### src/design/kvat_pkg.sv
package kvat_pkg;

    localparam int SLOTS_DEF = 16;
    localparam int KEY_W     = 32;
    localparam int VALUE_W   = 32;
    localparam int OP_W      = 2;
    localparam int STATUS_W  = 2;
    localparam int SHOWN_W   = 5;
    localparam int SHOWN_MAX = 31;

    typedef enum logic [OP_W-1:0] {
        OP_INSERT = 2'd0,
        OP_REMOVE = 2'd1,
        OP_UPDATE = 2'd2,
        OP_SEARCH = 2'd3
    } op_t;

    typedef enum logic [STATUS_W-1:0] {
        ST_DONE = 2'd0,
        ST_MISS = 2'd1,
        ST_FULL = 2'd2
    } status_t;

    // One request on its way down the row of slot cells.
    typedef struct packed {
        logic               active;
        op_t                op;
        logic [KEY_W-1:0]   key;
        logic [VALUE_W-1:0] value;
        logic               hit;
        logic [VALUE_W-1:0] rvalue;
    } token_t;

endpackage

### src/design/kvat_cell.sv
module kvat_cell
    import kvat_pkg::*;
(
    input  logic   clk,
    input  logic   rst_n,
    input  token_t tok_in,
    output token_t tok_out
);

    logic               valid_reg;
    logic               valid_next;
    logic [KEY_W-1:0]   key_reg;
    logic [KEY_W-1:0]   key_next;
    logic [VALUE_W-1:0] value_reg;
    logic [VALUE_W-1:0] value_next;
    logic               active_reg;
    token_t             tok_reg;
    token_t             tok_next;

    always_comb
    begin
        valid_next = valid_reg;
        key_next   = key_reg;
        value_next = value_reg;
        tok_next   = tok_in;
        if (tok_in.active && !tok_in.hit)
        begin
            if (tok_in.op == OP_INSERT)
            begin
                if (!valid_reg)
                begin
                    valid_next   = 1'b1;
                    key_next     = tok_in.key;
                    value_next   = tok_in.value;
                    tok_next.hit = 1'b1;
                end
            end
            else if (valid_reg && (key_reg == tok_in.key))
            begin
                tok_next.hit = 1'b1;
                case (tok_in.op)
                    OP_REMOVE: valid_next = 1'b0;
                    OP_UPDATE: value_next = tok_in.value;
                    OP_SEARCH: tok_next.rvalue = value_reg;
                    default:   tok_next.hit = 1'b1;
                endcase
            end
        end
    end

    always_ff @(posedge clk or negedge rst_n)
    begin
        if (!rst_n)
        begin
            valid_reg  <= 1'b0;
            active_reg <= 1'b0;
        end
        else
        begin
            valid_reg  <= valid_next;
            active_reg <= tok_next.active;
        end
    end

    always_ff @(posedge clk)
    begin
        key_reg   <= key_next;
        value_reg <= value_next;
        tok_reg   <= tok_next;
    end

    always_comb
    begin
        tok_out        = tok_reg;
        tok_out.active = active_reg;
    end

endmodule

### src/design/key_value_associative_table.sv
// Key/value table of SLOTS entries built as a row of slot cells.
// Request channel: req_valid/req_ready with req_type (insert, remove,
// update, search), req_key and req_value. Response channel:
// resp_valid/resp_ready with resp_status, resp_value and entries_used.
// An accepted request enters the first cell and moves one cell per cycle;
// each cell compares its own slot, and the first free slot (insert) or
// the first valid matching slot (other operations) acts on it.
// The result leaves the last cell and is held in the response register.
// One request is in the row at a time, so a new request is taken only
// after the last one has left the row.
// A request is taken only when the row is empty and the response register
// is free or being read in the same cycle, so a stalled receiver holds the
// response and keeps req_ready low until it is taken.
// Reset clears every valid mark and the occupancy count at once; the
// block takes requests in the first cycle after reset.
module key_value_associative_table
    import kvat_pkg::*;
#(
    parameter int SLOTS = SLOTS_DEF
)
(
    input  logic                       clk,
    input  logic                       rst_n,
    input  logic                       req_valid,
    output logic                       req_ready,
    input  logic [OP_W-1:0]            req_type,
    input  logic signed [KEY_W-1:0]    req_key,
    input  logic signed [VALUE_W-1:0]  req_value,
    output logic                       resp_valid,
    input  logic                       resp_ready,
    output logic [STATUS_W-1:0]        resp_status,
    output logic signed [VALUE_W-1:0]  resp_value,
    output logic [SHOWN_W-1:0]         entries_used
);

    localparam int CNT_W = $clog2(SLOTS + 1);

    token_t             links [SLOTS+1];
    token_t             exit_tok;
    logic               busy_reg;
    logic               busy_next;
    logic [CNT_W-1:0]   count_reg;
    logic [CNT_W-1:0]   count_next;
    logic               resp_valid_reg;
    logic               resp_valid_next;
    status_t            status_reg;
    status_t            status_next;
    logic [VALUE_W-1:0] rvalue_reg;
    logic [VALUE_W-1:0] rvalue_next;
    logic [SHOWN_W-1:0] shown_reg;
    logic [SHOWN_W-1:0] shown_next;
    logic [31:0]        count_ext;
    logic               req_take;

    assign req_ready = !busy_reg && (!resp_valid_reg || resp_ready);
    assign req_take  = req_valid && req_ready;

    always_comb
    begin
        links[0].active = req_take;
        links[0].op     = op_t'(req_type);
        links[0].key    = req_key;
        links[0].value  = req_value;
        links[0].hit    = 1'b0;
        links[0].rvalue = '0;
    end

    for (genvar i = 0; i < SLOTS; i++)
    begin : g_cell
        kvat_cell u_cell (
            .clk     (clk),
            .rst_n   (rst_n),
            .tok_in  (links[i]),
            .tok_out (links[i+1])
        );
    end

    assign exit_tok = links[SLOTS];

    always_comb
    begin
        busy_next       = busy_reg;
        count_next      = count_reg;
        resp_valid_next = resp_valid_reg;
        status_next     = status_reg;
        rvalue_next     = rvalue_reg;
        if (resp_valid_reg && resp_ready)
        begin
            resp_valid_next = 1'b0;
        end
        if (req_take)
        begin
            busy_next = 1'b1;
        end
        if (exit_tok.active)
        begin
            busy_next       = 1'b0;
            resp_valid_next = 1'b1;
            rvalue_next     = exit_tok.rvalue;
            if (exit_tok.hit)
            begin
                status_next = ST_DONE;
                if (exit_tok.op == OP_INSERT)
                begin
                    count_next = count_reg + CNT_W'(1);
                end
                else if (exit_tok.op == OP_REMOVE)
                begin
                    count_next = count_reg - CNT_W'(1);
                end
            end
            else if (exit_tok.op == OP_INSERT)
            begin
                status_next = ST_FULL;
            end
            else
            begin
                status_next = ST_MISS;
            end
        end
        count_ext  = 32'(count_next);
        shown_next = (count_ext > 32'(SHOWN_MAX)) ? SHOWN_W'(SHOWN_MAX)
                                                 : count_ext[SHOWN_W-1:0];
    end

    always_ff @(posedge clk or negedge rst_n)
    begin
        if (!rst_n)
        begin
            busy_reg       <= 1'b0;
            count_reg      <= '0;
            resp_valid_reg <= 1'b0;
        end
        else
        begin
            busy_reg       <= busy_next;
            count_reg      <= count_next;
            resp_valid_reg <= resp_valid_next;
        end
    end

    always_ff @(posedge clk)
    begin
        status_reg <= status_next;
        rvalue_reg <= rvalue_next;
        shown_reg  <= shown_next;
    end

    assign resp_valid   = resp_valid_reg;
    assign resp_status  = status_reg;
    assign resp_value   = rvalue_reg;
    assign entries_used = shown_reg;

endmodule

### config.mk
export PLATFORM = sky130hd
export DESIGN_NAME = key_value_associative_table
export DESIGN_NICKNAME = d
export VERILOG_FILES = /design/src/design/kvat_pkg.sv /design/src/design/kvat_cell.sv /design/src/design/key_value_associative_table.sv
export SDC_FILE = /design/constraint.sdc
export NUM_CORES = 2
export LEC_CHECK = 0
export ABC_AREA = 1
export BUFFER_PORTS_ARGS = -buffer_cell sky130_fd_sc_hd__buf_2
export CELL_PAD_IN_SITES_DETAIL_PLACEMENT = 1
export CELL_PAD_IN_SITES_GLOBAL_PLACEMENT = 1
export CORE_MARGIN = 8
export CORE_UTILIZATION = 45
export CTS_BUF_LIST = sky130_fd_sc_hd__clkbuf_8
export CTS_CLUSTER_SIZE = 20
export DETAILED_ROUTE_END_ITERATION = 7
export PLACE_DENSITY_LB_ADDON = 0.1
export REMOVE_ABC_BUFFERS = 1
export SLEW_MARGIN = 30
export SYNTH_ARGS = -nofsm -noshare
export SYNTH_HDL_FRONTEND = slang
export SYNTH_SLANG_ARGS = --single-unit
### constraint.sdc
create_clock -name clk -period 5.64 [get_ports clk]
set_input_delay 0.564 -clock clk [delete_from_list [all_inputs] [get_ports clk]]
set_output_delay 0.564 -clock clk [all_outputs]
set_load 0.1 [all_outputs]
==> qor.yml <==
routing:
  ant_nets: 0
  wire_per_inst_um: 15.71
  drt-pass1-iter-count: 5
  vias_per_cell: 4.617
  vias: 63148
  drc: 0
  routed_wl_um: 214800
  drtIter0Drc: 2060
synthesis:
  yosysUniqueCellTypes: 38
  ys_seq_elements: 2622
  yosys_warnings: 0
  syn_avg_cell_area_um2: 9.583
  ys_seq_area_share_pct: 65.77
  syn_area_mm2: 0.09620
  syn_inst: 10039
worst_setup_path:
  cp.required_ns: 6.37
  max_stage_delay_ns: 0.53
  worstSetupEndpointType: "flip-flop"
  startpoint_type: "flip-flop"
  r2r_slack_ns: 2.56
  worstPathMaxFanout: 35
  cp.arrival_ns: 3.82
  cp_top_family: "buffers and inverters"
  path_buf_inv: 6
  crit_type: "flip-flop to flip-flop"
  path_cells: "inv_1 > nand2_1 > buf_4 > clkinv_1 > nand2_1 > nor2_2 > buf_4 > inv_1 > a21oi_4 > buf_8"
  critPathSlowestCell: "clkinv_1"
clock_tree:
  ctsResizeCount: 0
  cts_setup_buffers: 0
  hold_buffers: 69
  htreeDepth: 5
  clock_sinks: 2622
  clk_pin_slew_ns: 0.06
  clk-insertion-delay-late_ns: 1.09
  cts_buffers: 435
  cts_root_buffer: "clkbuf_8"
  cts_tree: "yes"
  cts_buffer_depth: 4
global_route:
  grt_usage_pct: 18.67
  antenna_found_initial: 3
  grt_pass1_wl_um: 352800
  grt_pass1_vias: 67939
  gr-total-overflow: 0
  grt_max_degree: 40
timing:
  fin_skew_ns: 0.09178
  rsz0062_at_grt: "no"
  period_minus_slack_ns: 3.084
  period_share_pct: 54.68
  setup_tns_ns: 0
  setup_violations: 0
  timing.hold.ws_ns: 0.1536
  worst_slew_pin_slew_ns: 0.9107
  finalHoldViolCount: 0
  slew_headroom_pct: 38.91
  fmax_ghz: 0.3243
  final_max_slew_viol_count: 0
placed_design:
  place_inst: 12798
  dp_hpwl_um: 161700
  port_buffers: 110
  gp_congestion: 0.8911
  place_area_mm2: 0.1001
cells_and_area:
  fill_cells: 23826
  utilization_pct: 51.68
  nets: 10562
  fin_area_mm2: 0.1097
  layout_commonest_cell: "nand2_1"
  final_cell_mix: "nand2_1, dfxtp_1, inv_1, edfxtp_1, nor2_1"
  stdcell_count: 13676
  area_growth_pct: 14.05
  drive_gt1_share_pct: 11.67
  largest_reg_flops: 1520
floorplanning:
  die_width_um: 478.4
  die_area_mm2: 0.2288
  core_mm2: 0.2123
  pin_count: 111
  num_rows: 169
  die-height_um: 478.4
  start_util_pct: 45.31
outcome:
  outcome: "completed"
pwr:
  p_per_area_mw_per_mm2: 368.9
  leakagePower_nw: 52.00
  ir_drop_mv: 0.3902
hold_path:
  hold_class: "input port to flip-flop"
flow_run:
  maxCapViolCount: 0
==> synth_stat cells <==
| master | n | share of area [%] |
|---|---|---|
| xor2_1 | 38 | 0.35 |
| nor2_1 | 670 | 2.6 |
| o21a_1 | 1 | 0.0078 |
| nor2_2 | 13 | 0.085 |
| nand2_1 | 3859 | 15 |
| nand3_4 | 1 | 0.018 |
| o21ai_0 | 35 | 0.18 |
| edfxtp_1 | 1058 | 33 |
| nor3b_1 | 2 | 0.016 |
| mux2_2 | 384 | 4.5 |
| buf_6 | 3 | 0.035 |
| buf_4 | 41 | 0.32 |
| and3_1 | 8 | 0.052 |
| nor3_2 | 2 | 0.021 |
| nand4_1 | 160 | 1.0 |
| inv_1 | 1307 | 5.1 |
| buf_1 | 42 | 0.16 |
| nand2b_1 | 1 | 0.0065 |
| o21bai_1 | 1 | 0.0078 |
| xnor2_1 | 78 | 0.71 |
| o21ai_1 | 11 | 0.057 |
| nand3b_1 | 13 | 0.10 |
| o32ai_1 | 2 | 0.018 |
| nand3_1 | 484 | 2.5 |
| or2_2 | 12 | 0.078 |
| nor2_4 | 2 | 0.023 |
| nor3b_2 | 1 | 0.013 |
| o2111ai_1 | 1 | 0.0091 |
| o22ai_1 | 6 | 0.039 |
| nor4_1 | 1 | 0.0065 |
| clkinv_1 | 1 | 0.0039 |
| dfxtp_1 | 1525 | 32 |
| ha_1 | 2 | 0.026 |
| nor3_1 | 35 | 0.18 |
| dfrtp_1 | 39 | 1.0 |
| buf_2 | 53 | 0.28 |
| a21oi_1 | 19 | 0.099 |
| clkbuf_1 | 128 | 0.50 |
==> path summary, 6_finish.rpt <==
kind	startpoint	to	cells past startpoint
worst min-delay path	req_value[22]	g_cell[0].u_cell.tok_out[55]$_DFF_P_	2
worst max register to register	g_cell[11].u_cell.tok_out[32]$_DFF_P_	g_cell[12].u_cell.value_reg[7]$_DFFE_PP_	10
min in group asynchronous	rst_n	count_reg[2]$_DFF_PN0_	3
worst min register to register	g_cell[3].u_cell.tok_out[59]$_DFF_P_	g_cell[4].u_cell.tok_out[59]$_DFF_P_	0
worst max-delay path	g_cell[11].u_cell.tok_out[32]$_DFF_P_	g_cell[12].u_cell.value_reg[7]$_DFFE_PP_	10
max in group asynchronous	rst_n	g_cell[4].u_cell.valid_reg$_DFFE_PN0P_	3
==> final cells by class <==
class,count,area [um^2],area share [%]
Multi-Input combinational cell,5842,27010,24.62
Clock buffer,516,7102,6.473
Tap cell,2821,3530,3.217
Antenna cell,6,15.01,0.01369
Sequential cell,2622,63280,57.68
Clock inverter,280,1689,1.540
Inverter,1308,4910,4.475
Timing Repair Buffer,281,2177,1.984
==> logic make-up after synthesis <==
group	count (synthesis)	share of synthesized area [%]
muxes	384	4.495
xor gates and xnor gates	116	1.056
buffers and inverters	1575	6.398
and+or+nand+nor	5264	21.83
adders and majority gates	2	0.02601
AOI/OAI and AO/OA	76	0.4201
DFF	2622	65.77
==> power by group <==
| group | total, W | internal [W] | switching (W) | leakage (nW) |
|---|---|---|---|---|
| Sequential | 0.0211 | 0.0205 | 0.000601 | 22.7 |
| Combinational | 0.00287 | 0.000665 | 0.00221 | 24.1 |
| Clock | 0.0165 | 0.00920 | 0.00731 | 5.21 |
| Total | 0.0405 | 0.0303 | 0.0101 | 52.0 |
==> per-stage QoR <==
step | total power (W) | setup slack (ns)
floorplan | 0.02317 | 0.3330
global placement | 0.02424 | 1.987
detailed placement | 0.02438 | 1.990
CTS | 0.04112 | 1.960
global route | 0.04230 | 2.266
finish | 0.04047 | 2.556
==> metal layers <==
metal / track usage, % / up-vias / part of all wire (%)
met5: 0 / - / 0
met4: 7.478 / 0 / 3.9
li1: - / 32361 / -
met3: 2.969 / 527 / 2.7
met2: 35.80 / 766 / 53
met1: 20.41 / 29494 / 40
(Power assumes the default switching activity.)
